<file path="config.mk">
export PLATFORM = sky130hd
export DESIGN_NAME = session_sequencer_with_deadlines_top_flat
export DESIGN_NICKNAME = d
export VERILOG_FILES = /design/src/rtl/ssd_pkg.sv /design/src/rtl/ssd_if.sv /design/src/rtl/ssd_step.sv /design/src/rtl/session_sequencer_with_deadlines_top.sv /design/src/flat_wrapper.sv
export SDC_FILE = /design/constraint.sdc
export NUM_CORES = 1
export LEC_CHECK = 0
export BUFFER_PORTS_ARGS = -buffer_cell sky130_fd_sc_hd__buf_4
export CAP_MARGIN = 20
export CORE_MARGIN = 3
export CORE_UTILIZATION = 45
export DETAILED_ROUTE_END_ITERATION = 10
export HOLD_SLACK_MARGIN = 0.15
export PLACE_DENSITY = 0.64
export SETUP_SLACK_MARGIN = 0.1
export SYNTH_ARGS = -nofsm -noshare
export SYNTH_HDL_FRONTEND = slang
export SYNTH_SLANG_ARGS = --single-unit
</file>
<file path="constraint.sdc">
create_clock -name clock -period 19.7 [get_ports clock]
set_clock_uncertainty 0.2 [all_clocks]
set_input_delay 0.985 -clock clock [delete_from_list [all_inputs] [get_ports clock]]
set_output_delay 0.985 -clock clock [all_outputs]
set_load 0.01 [all_outputs]
</file>
<file path="src/rtl/ssd_pkg.sv">
`timescale 1ns / 1ps
`default_nettype none
// ----------------------------------------------------------------------------
// ssd_pkg: session sequencer types and constants
// State codes, cause and action codes, register indexes, budget reset values
// and the fixed transition, budget and recovery tables.
// ----------------------------------------------------------------------------
package ssd_pkg;

   localparam int unsigned STATE_W  = 5;
   localparam int unsigned CAUSE_W  = 4;
   localparam int unsigned TIME_W   = 64;
   localparam int unsigned BUDGET_W = 48;
   localparam int unsigned CSR_IDX_W = 2;

   localparam logic [STATE_W-1:0] NUM_STATES = 5'd19;

   localparam logic [STATE_W-1:0] ST_OFF            = 5'd0;
   localparam logic [STATE_W-1:0] ST_STARTING       = 5'd1;
   localparam logic [STATE_W-1:0] ST_HOST_VALIDATE  = 5'd2;
   localparam logic [STATE_W-1:0] ST_CAPS_RESOLVE   = 5'd3;
   localparam logic [STATE_W-1:0] ST_INPUT_ACQUIRE  = 5'd4;
   localparam logic [STATE_W-1:0] ST_SHELL_STARTING = 5'd5;
   localparam logic [STATE_W-1:0] ST_SHELL_ACTIVE   = 5'd6;
   localparam logic [STATE_W-1:0] ST_TITLE_REQUEST  = 5'd7;
   localparam logic [STATE_W-1:0] ST_TITLE_VALIDATE = 5'd8;
   localparam logic [STATE_W-1:0] ST_TITLE_STARTING = 5'd9;
   localparam logic [STATE_W-1:0] ST_TITLE_ACTIVE   = 5'd10;
   localparam logic [STATE_W-1:0] ST_TITLE_STOPPING = 5'd11;
   localparam logic [STATE_W-1:0] ST_TITLE_SUSPEND  = 5'd12;
   localparam logic [STATE_W-1:0] ST_TITLE_RESUMING = 5'd13;
   localparam logic [STATE_W-1:0] ST_TITLE_CRASHED  = 5'd14;
   localparam logic [STATE_W-1:0] ST_SHELL_RECOVER  = 5'd15;
   localparam logic [STATE_W-1:0] ST_RECOVERY       = 5'd16;
   localparam logic [STATE_W-1:0] ST_SESSION_EXIT   = 5'd17;
   localparam logic [STATE_W-1:0] ST_SAFE_MODE      = 5'd18;

   localparam logic [CAUSE_W-1:0] CAUSE_TIMEOUT = 4'd9;

   localparam logic ACT_REQUEST = 1'b0;
   localparam logic ACT_CHECK   = 1'b1;

   localparam logic [CSR_IDX_W-1:0] CSR_BUDGET_SHORT   = 2'd0;
   localparam logic [CSR_IDX_W-1:0] CSR_BUDGET_BRINGUP = 2'd1;
   localparam logic [CSR_IDX_W-1:0] CSR_BUDGET_LONG    = 2'd2;
   localparam logic [CSR_IDX_W-1:0] CSR_BUDGET_RECOVER = 2'd3;

   localparam logic [BUDGET_W-1:0] RST_BUDGET_SHORT   = 48'd5000000000;
   localparam logic [BUDGET_W-1:0] RST_BUDGET_BRINGUP = 48'd15000000000;
   localparam logic [BUDGET_W-1:0] RST_BUDGET_LONG    = 48'd30000000000;
   localparam logic [BUDGET_W-1:0] RST_BUDGET_RECOVER = 48'd10000000000;

   localparam logic [2:0] BC_NONE    = 3'd0;
   localparam logic [2:0] BC_SHORT   = 3'd1;
   localparam logic [2:0] BC_BRINGUP = 3'd2;
   localparam logic [2:0] BC_LONG    = 3'd3;
   localparam logic [2:0] BC_RECOVER = 3'd4;

   typedef struct packed {
      logic                accepted;
      logic                journal_valid;
      logic [STATE_W-1:0]  prior_state;
      logic [STATE_W-1:0]  new_state;
      logic [CAUSE_W-1:0]  cause_out;
      logic [TIME_W-1:0]   stamp_ns;
      logic [TIME_W-1:0]   tag_out;
      logic [BUDGET_W-1:0] deadline_ns;
      logic                expired;
   } rsp_word_type;

   typedef struct packed {
      logic               take;
      logic [STATE_W-1:0] state;
      logic [TIME_W-1:0]  entered_ns;
   } state_update_type;

   function automatic logic [31:0] state_bit(input logic [STATE_W-1:0] s);
      return 32'd1 << s;
   endfunction

   function automatic logic [31:0] legal_next(input logic [STATE_W-1:0] s);
      logic [31:0] m;
      m = '0;
      unique case (s)
         ST_OFF:            m = state_bit(ST_STARTING);
         ST_STARTING:       m = state_bit(ST_HOST_VALIDATE) | state_bit(ST_RECOVERY)
                              | state_bit(ST_SESSION_EXIT);
         ST_HOST_VALIDATE:  m = state_bit(ST_CAPS_RESOLVE) | state_bit(ST_RECOVERY)
                              | state_bit(ST_SESSION_EXIT) | state_bit(ST_SAFE_MODE);
         ST_CAPS_RESOLVE:   m = state_bit(ST_INPUT_ACQUIRE) | state_bit(ST_RECOVERY)
                              | state_bit(ST_SESSION_EXIT);
         ST_INPUT_ACQUIRE:  m = state_bit(ST_SHELL_STARTING) | state_bit(ST_RECOVERY)
                              | state_bit(ST_SESSION_EXIT);
         ST_SHELL_STARTING: m = state_bit(ST_SHELL_ACTIVE) | state_bit(ST_RECOVERY)
                              | state_bit(ST_SESSION_EXIT);
         ST_SHELL_ACTIVE:   m = state_bit(ST_TITLE_REQUEST) | state_bit(ST_RECOVERY)
                              | state_bit(ST_SESSION_EXIT) | state_bit(ST_SAFE_MODE);
         ST_TITLE_REQUEST:  m = state_bit(ST_TITLE_VALIDATE) | state_bit(ST_SHELL_ACTIVE);
         ST_TITLE_VALIDATE: m = state_bit(ST_TITLE_STARTING) | state_bit(ST_SHELL_ACTIVE);
         ST_TITLE_STARTING: m = state_bit(ST_TITLE_ACTIVE) | state_bit(ST_TITLE_CRASHED)
                              | state_bit(ST_SHELL_RECOVER) | state_bit(ST_RECOVERY);
         ST_TITLE_ACTIVE:   m = state_bit(ST_TITLE_STOPPING) | state_bit(ST_TITLE_SUSPEND)
                              | state_bit(ST_TITLE_CRASHED) | state_bit(ST_SHELL_RECOVER)
                              | state_bit(ST_RECOVERY);
         ST_TITLE_STOPPING: m = state_bit(ST_SHELL_RECOVER) | state_bit(ST_TITLE_CRASHED);
         ST_TITLE_SUSPEND:  m = state_bit(ST_TITLE_RESUMING) | state_bit(ST_TITLE_STOPPING)
                              | state_bit(ST_TITLE_CRASHED);
         ST_TITLE_RESUMING: m = state_bit(ST_TITLE_ACTIVE) | state_bit(ST_TITLE_CRASHED)
                              | state_bit(ST_SHELL_RECOVER);
         ST_TITLE_CRASHED:  m = state_bit(ST_SHELL_RECOVER) | state_bit(ST_RECOVERY);
         ST_SHELL_RECOVER:  m = state_bit(ST_SHELL_ACTIVE) | state_bit(ST_RECOVERY)
                              | state_bit(ST_SAFE_MODE);
         ST_RECOVERY:       m = state_bit(ST_SHELL_ACTIVE) | state_bit(ST_SESSION_EXIT)
                              | state_bit(ST_SAFE_MODE);
         default:           m = '0;
      endcase
      return m;
   endfunction

   function automatic logic [2:0] budget_class(input logic [STATE_W-1:0] s);
      logic [2:0] c;
      c = BC_NONE;
      unique case (s)
         ST_STARTING, ST_INPUT_ACQUIRE, ST_SHELL_STARTING, ST_TITLE_VALIDATE:
            c = BC_SHORT;
         ST_HOST_VALIDATE, ST_CAPS_RESOLVE:
            c = BC_BRINGUP;
         ST_TITLE_STARTING, ST_RECOVERY:
            c = BC_LONG;
         ST_TITLE_STOPPING, ST_TITLE_RESUMING, ST_SHELL_RECOVER:
            c = BC_RECOVER;
         default:
            c = BC_NONE;
      endcase
      return c;
   endfunction

   function automatic logic has_recovery(input logic [STATE_W-1:0] s);
      logic h;
      h = 1'b0;
      unique case (s)
         ST_STARTING, ST_HOST_VALIDATE, ST_CAPS_RESOLVE, ST_INPUT_ACQUIRE,
         ST_SHELL_STARTING, ST_TITLE_REQUEST, ST_TITLE_VALIDATE, ST_TITLE_STARTING,
         ST_TITLE_STOPPING, ST_TITLE_RESUMING, ST_TITLE_CRASHED, ST_SHELL_RECOVER:
            h = 1'b1;
         default:
            h = 1'b0;
      endcase
      return h;
   endfunction

   function automatic logic [STATE_W-1:0] recovery_to(input logic [STATE_W-1:0] s);
      logic [STATE_W-1:0] t;
      t = ST_OFF;
      unique case (s)
         ST_TITLE_REQUEST, ST_TITLE_VALIDATE:
            t = ST_SHELL_ACTIVE;
         ST_STARTING, ST_HOST_VALIDATE, ST_CAPS_RESOLVE, ST_INPUT_ACQUIRE,
         ST_SHELL_STARTING, ST_TITLE_STARTING, ST_TITLE_STOPPING, ST_TITLE_RESUMING,
         ST_TITLE_CRASHED, ST_SHELL_RECOVER:
            t = ST_RECOVERY;
         default:
            t = ST_OFF;
      endcase
      return t;
   endfunction

endpackage
`default_nettype wire

</file>
<file path="src/rtl/ssd_if.sv">
`timescale 1ns / 1ps
`default_nettype none
// ----------------------------------------------------------------------------
// ssd_if: session sequencer channel interfaces
// Request channel and response channel, each with valid, ready and payload.
// ----------------------------------------------------------------------------
interface ssd_req_if;
   logic                          valid;
   logic                          ready;
   logic                          action;
   logic [ssd_pkg::STATE_W-1:0]   target_state;
   logic [ssd_pkg::CAUSE_W-1:0]   cause;
   logic [ssd_pkg::TIME_W-1:0]    now_ns;
   logic [ssd_pkg::TIME_W-1:0]    request_tag;

   modport source (output valid, action, target_state, cause, now_ns, request_tag,
                   input ready);
   modport sink (input valid, action, target_state, cause, now_ns, request_tag,
                 output ready);
endinterface

interface ssd_rsp_if;
   logic                          valid;
   logic                          ready;
   logic                          accepted;
   logic                          journal_valid;
   logic [ssd_pkg::STATE_W-1:0]   prior_state;
   logic [ssd_pkg::STATE_W-1:0]   new_state;
   logic [ssd_pkg::CAUSE_W-1:0]   cause_out;
   logic [ssd_pkg::TIME_W-1:0]    stamp_ns;
   logic [ssd_pkg::TIME_W-1:0]    tag_out;
   logic [ssd_pkg::BUDGET_W-1:0]  deadline_ns;
   logic                          expired;

   modport source (output valid, accepted, journal_valid, prior_state, new_state,
                   cause_out, stamp_ns, tag_out, deadline_ns, expired,
                   input ready);
   modport sink (input valid, accepted, journal_valid, prior_state, new_state,
                 cause_out, stamp_ns, tag_out, deadline_ns, expired,
                 output ready);
endinterface
`default_nettype wire

</file>
<file path="src/rtl/ssd_step.sv">
`timescale 1ns / 1ps
`default_nettype none
// ----------------------------------------------------------------------------
// ssd_step: one sequencer step
// Edge check, budget selection and deadline compare for one word; yields the
// journal word and the state update.
// ----------------------------------------------------------------------------
module ssd_step (
   input  wire logic                          action,
   input  wire logic [ssd_pkg::STATE_W-1:0]   target_state,
   input  wire logic [ssd_pkg::CAUSE_W-1:0]   cause,
   input  wire logic [ssd_pkg::TIME_W-1:0]    now_ns,
   input  wire logic [ssd_pkg::TIME_W-1:0]    request_tag,
   input  wire logic [ssd_pkg::STATE_W-1:0]   cur_state,
   input  wire logic [ssd_pkg::TIME_W-1:0]    entered_ns,
   input  wire logic [ssd_pkg::BUDGET_W-1:0]  budget_short,
   input  wire logic [ssd_pkg::BUDGET_W-1:0]  budget_bringup,
   input  wire logic [ssd_pkg::BUDGET_W-1:0]  budget_long,
   input  wire logic [ssd_pkg::BUDGET_W-1:0]  budget_recover,
   output ssd_pkg::rsp_word_type              word,
   output ssd_pkg::state_update_type          upd
);

   logic [ssd_pkg::BUDGET_W-1:0] budget;
   logic [ssd_pkg::TIME_W-1:0]   elapsed;
   logic [31:0]                  legal_mask;
   logic                         legal;
   logic                         fire;

   always_comb begin
      unique case (ssd_pkg::budget_class(cur_state))
         ssd_pkg::BC_SHORT:   budget = budget_short;
         ssd_pkg::BC_BRINGUP: budget = budget_bringup;
         ssd_pkg::BC_LONG:    budget = budget_long;
         ssd_pkg::BC_RECOVER: budget = budget_recover;
         default:             budget = '0;
      endcase
   end

   assign elapsed    = now_ns - entered_ns;
   assign legal_mask = ssd_pkg::legal_next(cur_state);
   assign legal      = (target_state < ssd_pkg::NUM_STATES) && legal_mask[target_state];
   assign fire       = (budget != '0) && (now_ns > entered_ns)
                     && (elapsed >= {{(ssd_pkg::TIME_W-ssd_pkg::BUDGET_W){1'b0}}, budget})
                     && ssd_pkg::has_recovery(cur_state);

   always_comb begin
      word             = '0;
      word.prior_state = cur_state;
      word.deadline_ns = budget;
      upd              = '0;
      upd.state        = cur_state;
      upd.entered_ns   = entered_ns;
      if (action == ssd_pkg::ACT_REQUEST) begin
         if (target_state != cur_state) begin
            word.journal_valid = 1'b1;
            word.new_state     = target_state;
            word.cause_out     = cause;
            word.stamp_ns      = now_ns;
            word.tag_out       = request_tag;
            if (legal) begin
               word.accepted  = 1'b1;
               upd.take       = 1'b1;
               upd.state      = target_state;
               upd.entered_ns = now_ns;
            end
         end
      end else if (fire) begin
         word.accepted      = 1'b1;
         word.journal_valid = 1'b1;
         word.new_state     = ssd_pkg::recovery_to(cur_state);
         word.cause_out     = ssd_pkg::CAUSE_TIMEOUT;
         word.stamp_ns      = now_ns;
         word.expired       = 1'b1;
         upd.take           = 1'b1;
         upd.state          = ssd_pkg::recovery_to(cur_state);
         upd.entered_ns     = now_ns;
      end
   end

endmodule
`default_nettype wire

</file>
<file path="src/rtl/session_sequencer_with_deadlines_top.sv">
`timescale 1ns / 1ps
`default_nettype none
// ----------------------------------------------------------------------------
// session_sequencer_with_deadlines_top: session lifecycle sequencer
// Nineteen-state sequencer with per-state deadline budgets and a journal word
// for every transition request and every fired deadline.
// ----------------------------------------------------------------------------
// One request word is taken every clock cycle while req_chan.ready is high and yields
// exactly one response word, held in the output stage or, while that is occupied, in
// the skid stage. State and entry time update on acceptance, so back-to-back words see
// the previous word's outcome. The cycle is set by the 64-bit elapsed-time subtract and
// compare against the selected 48-bit budget. A two-word output buffer keeps req_chan.ready
// high while one response waits; ready drops only when two responses are held. Budgets
// must be written through the csr_ port only while idle; the block does not enforce it.
// ----------------------------------------------------------------------------
module session_sequencer_with_deadlines_top (
   input  wire logic                             clock,
   input  wire logic                             reset,
   ssd_req_if.sink                               req_chan,
   ssd_rsp_if.source                             rsp_chan,
   input  wire logic                             csr_we,
   input  wire logic [ssd_pkg::CSR_IDX_W-1:0]    csr_index,
   input  wire logic [ssd_pkg::BUDGET_W-1:0]     csr_wdata
);

   logic [ssd_pkg::BUDGET_W-1:0] budget_short_ff;
   logic [ssd_pkg::BUDGET_W-1:0] budget_bringup_ff;
   logic [ssd_pkg::BUDGET_W-1:0] budget_long_ff;
   logic [ssd_pkg::BUDGET_W-1:0] budget_recover_ff;

   logic [ssd_pkg::STATE_W-1:0]  state_ff;
   logic [ssd_pkg::TIME_W-1:0]   entered_ff;

   ssd_pkg::rsp_word_type        out_ff;
   ssd_pkg::rsp_word_type        skid_ff;
   logic                         out_valid_ff;
   logic                         skid_valid_ff;
   logic                         out_valid_in;
   logic                         skid_valid_in;

   ssd_pkg::rsp_word_type        step_word;
   ssd_pkg::state_update_type    step_upd;
   logic                         push;
   logic                         pop;

   ssd_step u_step (
      .action         (req_chan.action),
      .target_state   (req_chan.target_state),
      .cause          (req_chan.cause),
      .now_ns         (req_chan.now_ns),
      .request_tag    (req_chan.request_tag),
      .cur_state      (state_ff),
      .entered_ns     (entered_ff),
      .budget_short   (budget_short_ff),
      .budget_bringup (budget_bringup_ff),
      .budget_long    (budget_long_ff),
      .budget_recover (budget_recover_ff),
      .word           (step_word),
      .upd            (step_upd)
   );

   assign req_chan.ready = !skid_valid_ff;
   assign push           = req_chan.valid && req_chan.ready;
   assign pop            = out_valid_ff && rsp_chan.ready;

   always_ff @(posedge clock) begin
      if (reset) begin
         budget_short_ff   <= ssd_pkg::RST_BUDGET_SHORT;
         budget_bringup_ff <= ssd_pkg::RST_BUDGET_BRINGUP;
         budget_long_ff    <= ssd_pkg::RST_BUDGET_LONG;
         budget_recover_ff <= ssd_pkg::RST_BUDGET_RECOVER;
      end else if (csr_we) begin
         unique case (csr_index)
            ssd_pkg::CSR_BUDGET_SHORT:   budget_short_ff   <= csr_wdata;
            ssd_pkg::CSR_BUDGET_BRINGUP: budget_bringup_ff <= csr_wdata;
            ssd_pkg::CSR_BUDGET_LONG:    budget_long_ff    <= csr_wdata;
            ssd_pkg::CSR_BUDGET_RECOVER: budget_recover_ff <= csr_wdata;
         endcase
      end
   end

   always_ff @(posedge clock) begin
      if (reset) begin
         state_ff   <= ssd_pkg::ST_OFF;
         entered_ff <= '0;
      end else if (push && step_upd.take) begin
         state_ff   <= step_upd.state;
         entered_ff <= step_upd.entered_ns;
      end
   end

   always_comb begin
      out_valid_in  = out_valid_ff;
      skid_valid_in = skid_valid_ff;
      if (skid_valid_ff) begin
         if (pop) begin
            skid_valid_in = 1'b0;
         end
      end else if (push) begin
         if (out_valid_ff && !pop) begin
            skid_valid_in = 1'b1;
         end else begin
            out_valid_in = 1'b1;
         end
      end else if (pop) begin
         out_valid_in = 1'b0;
      end
   end

   always_ff @(posedge clock) begin
      if (reset) begin
         out_valid_ff  <= 1'b0;
         skid_valid_ff <= 1'b0;
      end else begin
         out_valid_ff  <= out_valid_in;
         skid_valid_ff <= skid_valid_in;
      end
   end

   // load the output word from the skid stage or straight from the step logic
   always_ff @(posedge clock) begin
      if (skid_valid_ff) begin
         if (pop) begin
            out_ff <= skid_ff;
         end
      end else if (push) begin
         if (out_valid_ff && !pop) begin
            skid_ff <= step_word;
         end else begin
            out_ff <= step_word;
         end
      end
   end

   assign rsp_chan.valid         = out_valid_ff;
   assign rsp_chan.accepted      = out_ff.accepted;
   assign rsp_chan.journal_valid = out_ff.journal_valid;
   assign rsp_chan.prior_state   = out_ff.prior_state;
   assign rsp_chan.new_state     = out_ff.new_state;
   assign rsp_chan.cause_out     = out_ff.cause_out;
   assign rsp_chan.stamp_ns      = out_ff.stamp_ns;
   assign rsp_chan.tag_out       = out_ff.tag_out;
   assign rsp_chan.deadline_ns   = out_ff.deadline_ns;
   assign rsp_chan.expired       = out_ff.expired;

   a_skid_behind_out: assert property (@(posedge clock) disable iff (reset)
      skid_valid_ff |-> out_valid_ff)
      else $error("skid stage holds a word while the output stage is empty");

   a_state_in_range: assert property (@(posedge clock) disable iff (reset)
      state_ff < ssd_pkg::NUM_STATES)
      else $error("sequencer state out of range");

   a_state_follows_step: assert property (@(posedge clock) disable iff (reset)
      (push && step_upd.take) |=> (state_ff == $past(step_upd.state)))
      else $error("state register missed a taken transition");

   a_hold_without_take: assert property (@(posedge clock) disable iff (reset)
      !(push && step_upd.take) |=> $stable(state_ff) && $stable(entered_ff))
      else $error("state moved without a taken transition");

   a_expired_record: assert property (@(posedge clock) disable iff (reset)
      (rsp_chan.valid && rsp_chan.expired) |->
         (rsp_chan.journal_valid && rsp_chan.accepted
          && rsp_chan.cause_out == ssd_pkg::CAUSE_TIMEOUT && rsp_chan.tag_out == '0))
      else $error("expired word is not a forced timeout record");

endmodule
`default_nettype wire
</file>
<file path="src/flat_wrapper.sv">
// flat-port wrapper written by rule: the top's interface ports become plain ports
module session_sequencer_with_deadlines_top_flat 
  (clock, reset, csr_we, csr_index, csr_wdata, req_chan_valid, req_chan_action, req_chan_target_state, req_chan_cause, req_chan_now_ns, req_chan_request_tag, req_chan_ready, rsp_chan_valid, rsp_chan_accepted, rsp_chan_journal_valid, rsp_chan_prior_state, rsp_chan_new_state, rsp_chan_cause_out, rsp_chan_stamp_ns, rsp_chan_tag_out, rsp_chan_deadline_ns, rsp_chan_expired, rsp_chan_ready);
  ssd_req_if req_chan_i ();
  ssd_rsp_if rsp_chan_i ();
  input  wire logic clock;
  input  wire logic reset;
  input  wire logic csr_we;
  input  wire logic [ssd_pkg::CSR_IDX_W-1:0] csr_index;
  input  wire logic [ssd_pkg::BUDGET_W-1:0] csr_wdata;
  input wire logic [$bits(req_chan_i.valid)-1:0] req_chan_valid;
  input wire logic [$bits(req_chan_i.action)-1:0] req_chan_action;
  input wire logic [$bits(req_chan_i.target_state)-1:0] req_chan_target_state;
  input wire logic [$bits(req_chan_i.cause)-1:0] req_chan_cause;
  input wire logic [$bits(req_chan_i.now_ns)-1:0] req_chan_now_ns;
  input wire logic [$bits(req_chan_i.request_tag)-1:0] req_chan_request_tag;
  output wire logic [$bits(req_chan_i.ready)-1:0] req_chan_ready;
  output wire logic [$bits(rsp_chan_i.valid)-1:0] rsp_chan_valid;
  output wire logic [$bits(rsp_chan_i.accepted)-1:0] rsp_chan_accepted;
  output wire logic [$bits(rsp_chan_i.journal_valid)-1:0] rsp_chan_journal_valid;
  output wire logic [$bits(rsp_chan_i.prior_state)-1:0] rsp_chan_prior_state;
  output wire logic [$bits(rsp_chan_i.new_state)-1:0] rsp_chan_new_state;
  output wire logic [$bits(rsp_chan_i.cause_out)-1:0] rsp_chan_cause_out;
  output wire logic [$bits(rsp_chan_i.stamp_ns)-1:0] rsp_chan_stamp_ns;
  output wire logic [$bits(rsp_chan_i.tag_out)-1:0] rsp_chan_tag_out;
  output wire logic [$bits(rsp_chan_i.deadline_ns)-1:0] rsp_chan_deadline_ns;
  output wire logic [$bits(rsp_chan_i.expired)-1:0] rsp_chan_expired;
  input wire logic [$bits(rsp_chan_i.ready)-1:0] rsp_chan_ready;
  assign req_chan_i.valid = req_chan_valid;
  assign req_chan_i.action = req_chan_action;
  assign req_chan_i.target_state = req_chan_target_state;
  assign req_chan_i.cause = req_chan_cause;
  assign req_chan_i.now_ns = req_chan_now_ns;
  assign req_chan_i.request_tag = req_chan_request_tag;
  assign req_chan_ready = req_chan_i.ready;
  assign rsp_chan_valid = rsp_chan_i.valid;
  assign rsp_chan_accepted = rsp_chan_i.accepted;
  assign rsp_chan_journal_valid = rsp_chan_i.journal_valid;
  assign rsp_chan_prior_state = rsp_chan_i.prior_state;
  assign rsp_chan_new_state = rsp_chan_i.new_state;
  assign rsp_chan_cause_out = rsp_chan_i.cause_out;
  assign rsp_chan_stamp_ns = rsp_chan_i.stamp_ns;
  assign rsp_chan_tag_out = rsp_chan_i.tag_out;
  assign rsp_chan_deadline_ns = rsp_chan_i.deadline_ns;
  assign rsp_chan_expired = rsp_chan_i.expired;
  assign rsp_chan_i.ready = rsp_chan_ready;
  session_sequencer_with_deadlines_top u_core (.clock(clock), .reset(reset), .req_chan(req_chan_i), .rsp_chan(rsp_chan_i), .csr_we(csr_we), .csr_index(csr_index), .csr_wdata(csr_wdata));
endmodule
</file>
==> metrics.csv <==
stage;metric;value;unit
timing;Setup Viol. Count Final;0;
logic_synthesis;library cells used by synthesis;99;
logic_synthesis;Commonest cells post-synth;508 x nand2_1, 386 x edfxtp_1, 287 x dfxtp_1;
logic_synthesis;mean post-synth cell area;10.3;sq um
setup_path;WP data arrival;8100;ps
logic_synthesis;Area contributors post-synth;edfxtp_1 35%, dfxtp_1 17%, mux2_2 6.4%;
timing;fin crit share;39.6;%
setup_path;WS Path Type;flip-flop to flip-flop;
global_route;largest net degree at the start of global routing;92;
logic_synthesis;Synth Area in Adders;4.43;%
routing;Initial DRT Pass Iterations;5;
routing;Routed WL;94.6;mm
logic_synthesis;most common cell in the netlist;nand2_1;
final_layout;area grow syn2layout;18.0;%
routing;DR DRC count;0;
clock_network;CTS tree;yes;
clock_network;Num CTS Buffers;72;
global_route;initial antenna violation count;8;
die;die height;276;um
logic_synthesis;Main synth FF type;edfxtp_1;
setup_path;Crit Path Max Fanout;47;
setup_path;Setup crit end kind;flip-flop;
final_layout;nets;3809;
pwr;cell leakage power;15.1;nW
logic_synthesis;mux cell area share after synthesis;10.2;%
logic_synthesis;post-synthesis sequential area ratio;52.7;%
die;Initial Util;45.7;%
place;DPL Wire Length;65.2;mm
timing;Hold WS;253;ps
logic_synthesis;Net Count, Synth;3496;
place;I/O Buffers;387;
clock_network;Post-CTS Setup Bufs;0;
logic_synthesis;top-area cell type share of the netlist area;35.2;%
routing;Avg WL per Cell;21.0;um
timing;Final Max Slew Viols;0;
global_route;first-pass GRT wire length;144;mm
clock_network;clk_lat worst skew;640;ps
logic_synthesis;Synth Area in Compound Gates;11.6;%
setup_path;CP Launch Type;flip-flop;
global_route;global route overflow;0;
logic_synthesis;Post-synth EDFFs;386;
logic_synthesis;Ys Warns;0;
logic_synthesis;asr flop ratio synth;0;%
timing;Slew @ Worst Pin;1100;ps
logic_synthesis;cell taking the most area after synthesis;edfxtp_1;
pwr;power density cells;85.8;mW/mm^2
die;IO Count;388;
timing;Final min period;7800;ps
timing;Setup TNS;0;ps
logic_synthesis;largest family of logic cells by synthesized area;simple AND/OR/NAND/NOR gates;
clock_network;hold buffer count at cts;0;
timing;Fmax;128;MHz
die;DIE AREA;0.0764;sq mm
routing;Vias;24895;
clock_network;# clock sinks;673;
timing;final hold viol count;0;
clock_network;root buffer cell;clkbuf_16;
global_route;All-Layer GR Usage;23.8;%
routing;1st-iter DRT viols;2013;
job;maxcap violations;0;
timing;RSZ-0062 raised after global routing;no;
clock_network;Worst-path clk slew;60;ps
place;RePlAce Congestion;0.995;
routing;Routed Antenna Nets;0;
logic_synthesis;synthesized instance count;3187;
logic_synthesis;post-synthesis simple-gate area fraction;15.3;%
setup_path;worst path required time;20010;ps
clock_network;Max Buffers Root-to-Sink;3;
die;core area;0.0720;sq mm
routing;vias per cell;5.52;
pwr;Peak VDD IR;73.7;uV
run_status;status;completed;
clock_network;post_cts resized;0;
die;Die W;276;um
clock_network;CTS H-Tree Depth;3;
worst_hold_path;Worst Hold Class;flip-flop to flip-flop;
timing;headroom to the max-slew limit;26.8;%
die;Row Count;98;
logic_synthesis;xor/xnor cell area share of the yosys netlist;1.54;%
logic_synthesis;Synth Register Bits;673;
logic_synthesis;post-synthesis instance area;0.0329;sq mm
final_layout;share of layout cells above drive strength 1;22.0;%
global_route;vias in the first global route;24094;
[final timing paths]
check                                        startpoint                               endpoint  slack [ps]  cells past startpoint
setup reg to reg                              flip-flop                              flip-flop       11900                     21
hold / removal    u_core.budget_long_ff[5]$_SDFFE_PP0P_  u_core.budget_long_ff[5]$_SDFFE_PP0P_         250                      2
hold reg to reg   u_core.budget_long_ff[5]$_SDFFE_PP0P_  u_core.budget_long_ff[5]$_SDFFE_PP0P_         250                      2
setup / recovery                              flip-flop                              flip-flop       11900                     21
[cells in the final DEF, fill, tap and decap left out, types with 15 or more instances in the layout]
cell type	count
buf_4	424
clkbuf_16	72
clkbuf_1	21
ha_1	115
mux2i_1	114
a21oi_1	273
mux2_2	188
nor2b_1	18
nor4_1	16
a21o_1	29
o21ai_0	65
nor2_1	177
xnor2_1	36
nand2_1	508
o21a_1	15
dfxtp_1	285
o22ai_1	46
edfxtp_1	386
nand3_1	82
inv_1	139
nand2b_1	15
o21ai_1	23
and2_1	136
a22oi_1	53
nand4_1	50
nor3_1	30
xor2_1	22
[flip-flops by register name, indices dropped and copies added (netlist names), named ones only]
name / flops
u_core.skid_ff: 193
u_core.entered_ff: 64
u_core.rsp_chan.stamp_ns: 64
u_core.rsp_chan.tag_out: 64
u_core.budget_bringup_ff: 48
u_core.budget_long_ff: 48
u_core.budget_recover_ff: 48
u_core.budget_short_ff: 48
u_core.rsp_chan.deadline_ns: 48
u_core.u_step.legal_mask: 18
u_core.rsp_chan.new_state: 5
u_core.rsp_chan.prior_state: 5
u_core.state_ff: 5
u_core.rsp_chan.cause_out: 4
u_core.rsp_chan.accepted: 1
u_core.rsp_chan.expired: 1
u_core.rsp_chan.journal_valid: 1
u_core.rsp_chan.valid: 1
u_core.skid_valid_ff: 1
[power by group]
group | total (mW) | switching, mW | internal, mW
Sequential | 1.58 | 0.0237 | 1.56
Clock | 1.32 | 0.577 | 0.747
Combinational | 0.426 | 0.248 | 0.177
Total | 3.33 | 0.849 | 2.48
[per-stage QoR]
step / std cells / setup WS, ps / util (%) / cell area (sq um) / power [mW]
after detailed placement: 4376 / 11550 / 50.7 / 36500 / 2.04
after global placement: 4376 / 11510 / 50.7 / 36500 / 2.04
after floorplan: 3187 / 8160 / - / 32900 / 1.87
after CTS: 4508 / 11950 / 53.9 / 38800 / 3.37
after global routing: 4510 / 11530 / 53.9 / 38800 / 3.47
final: 4513 / 11900 / 54.0 / 38800 / 3.33
[cell families (layout without fill, tap and decap cells)]
family / after synthesis / in the layout
compound gates: 614 / 614
xor+xnor: 58 / 58
fa+ha+maj: 116 / 116
buf+inv: 330 / 701
flops: 673 / 673
mux: 307 / 307
other cells: 0 / 5
simple gates: 1089 / 1089
[worst max-delay path: stages, from the launching register on]
cell       delay [ps]
dfxtp_2           550
buf_4             730
nor2b_4           270
buf_4             520
a22oi_1           190
o22ai_1           640
ha_1              350
nand2b_1          160
a2111oi_2         350
nor3_1             80
o31a_1            290
nor3_1            250
o211ai_1          120
or4_4             540
a2111oi_4         330
nand4_2           210
nand2_4           520
mux2_4            390
or2_1             370
inv_2             200
nor2_1            110
mux2_2            270
[cell type report]
| type | instances | area (sq um) |
|---|---|---|
| well taps | 950 | 1190 |
| clock buffers | 105 | 2050 |
| multi-input cells | 2184 | 14200 |
| diodes | 5 | 12.5 |
| fillers | 6442 | 33100 |
| inverters | 144 | 548 |
| flip-flops and latches | 673 | 17300 |
| repair buffers | 425 | 3190 |
| clock inverters | 27 | 269 |
[per-layer routing]
| layer | vias to the layer above | part of all wire [%] | global-route usage [%] |
|---|---|---|---|
| li1 | 11977 | - | - |
| met1 | 11954 | 45 | 32.8 |
| met2 | 809 | 46 | 37.8 |
| met3 | 151 | 6.9 | 4.77 |
| met4 | 4 | 2.6 | 7.52 |
| met5 | - | 0.033 | 0 |
(Power assumes the default switching activity.)
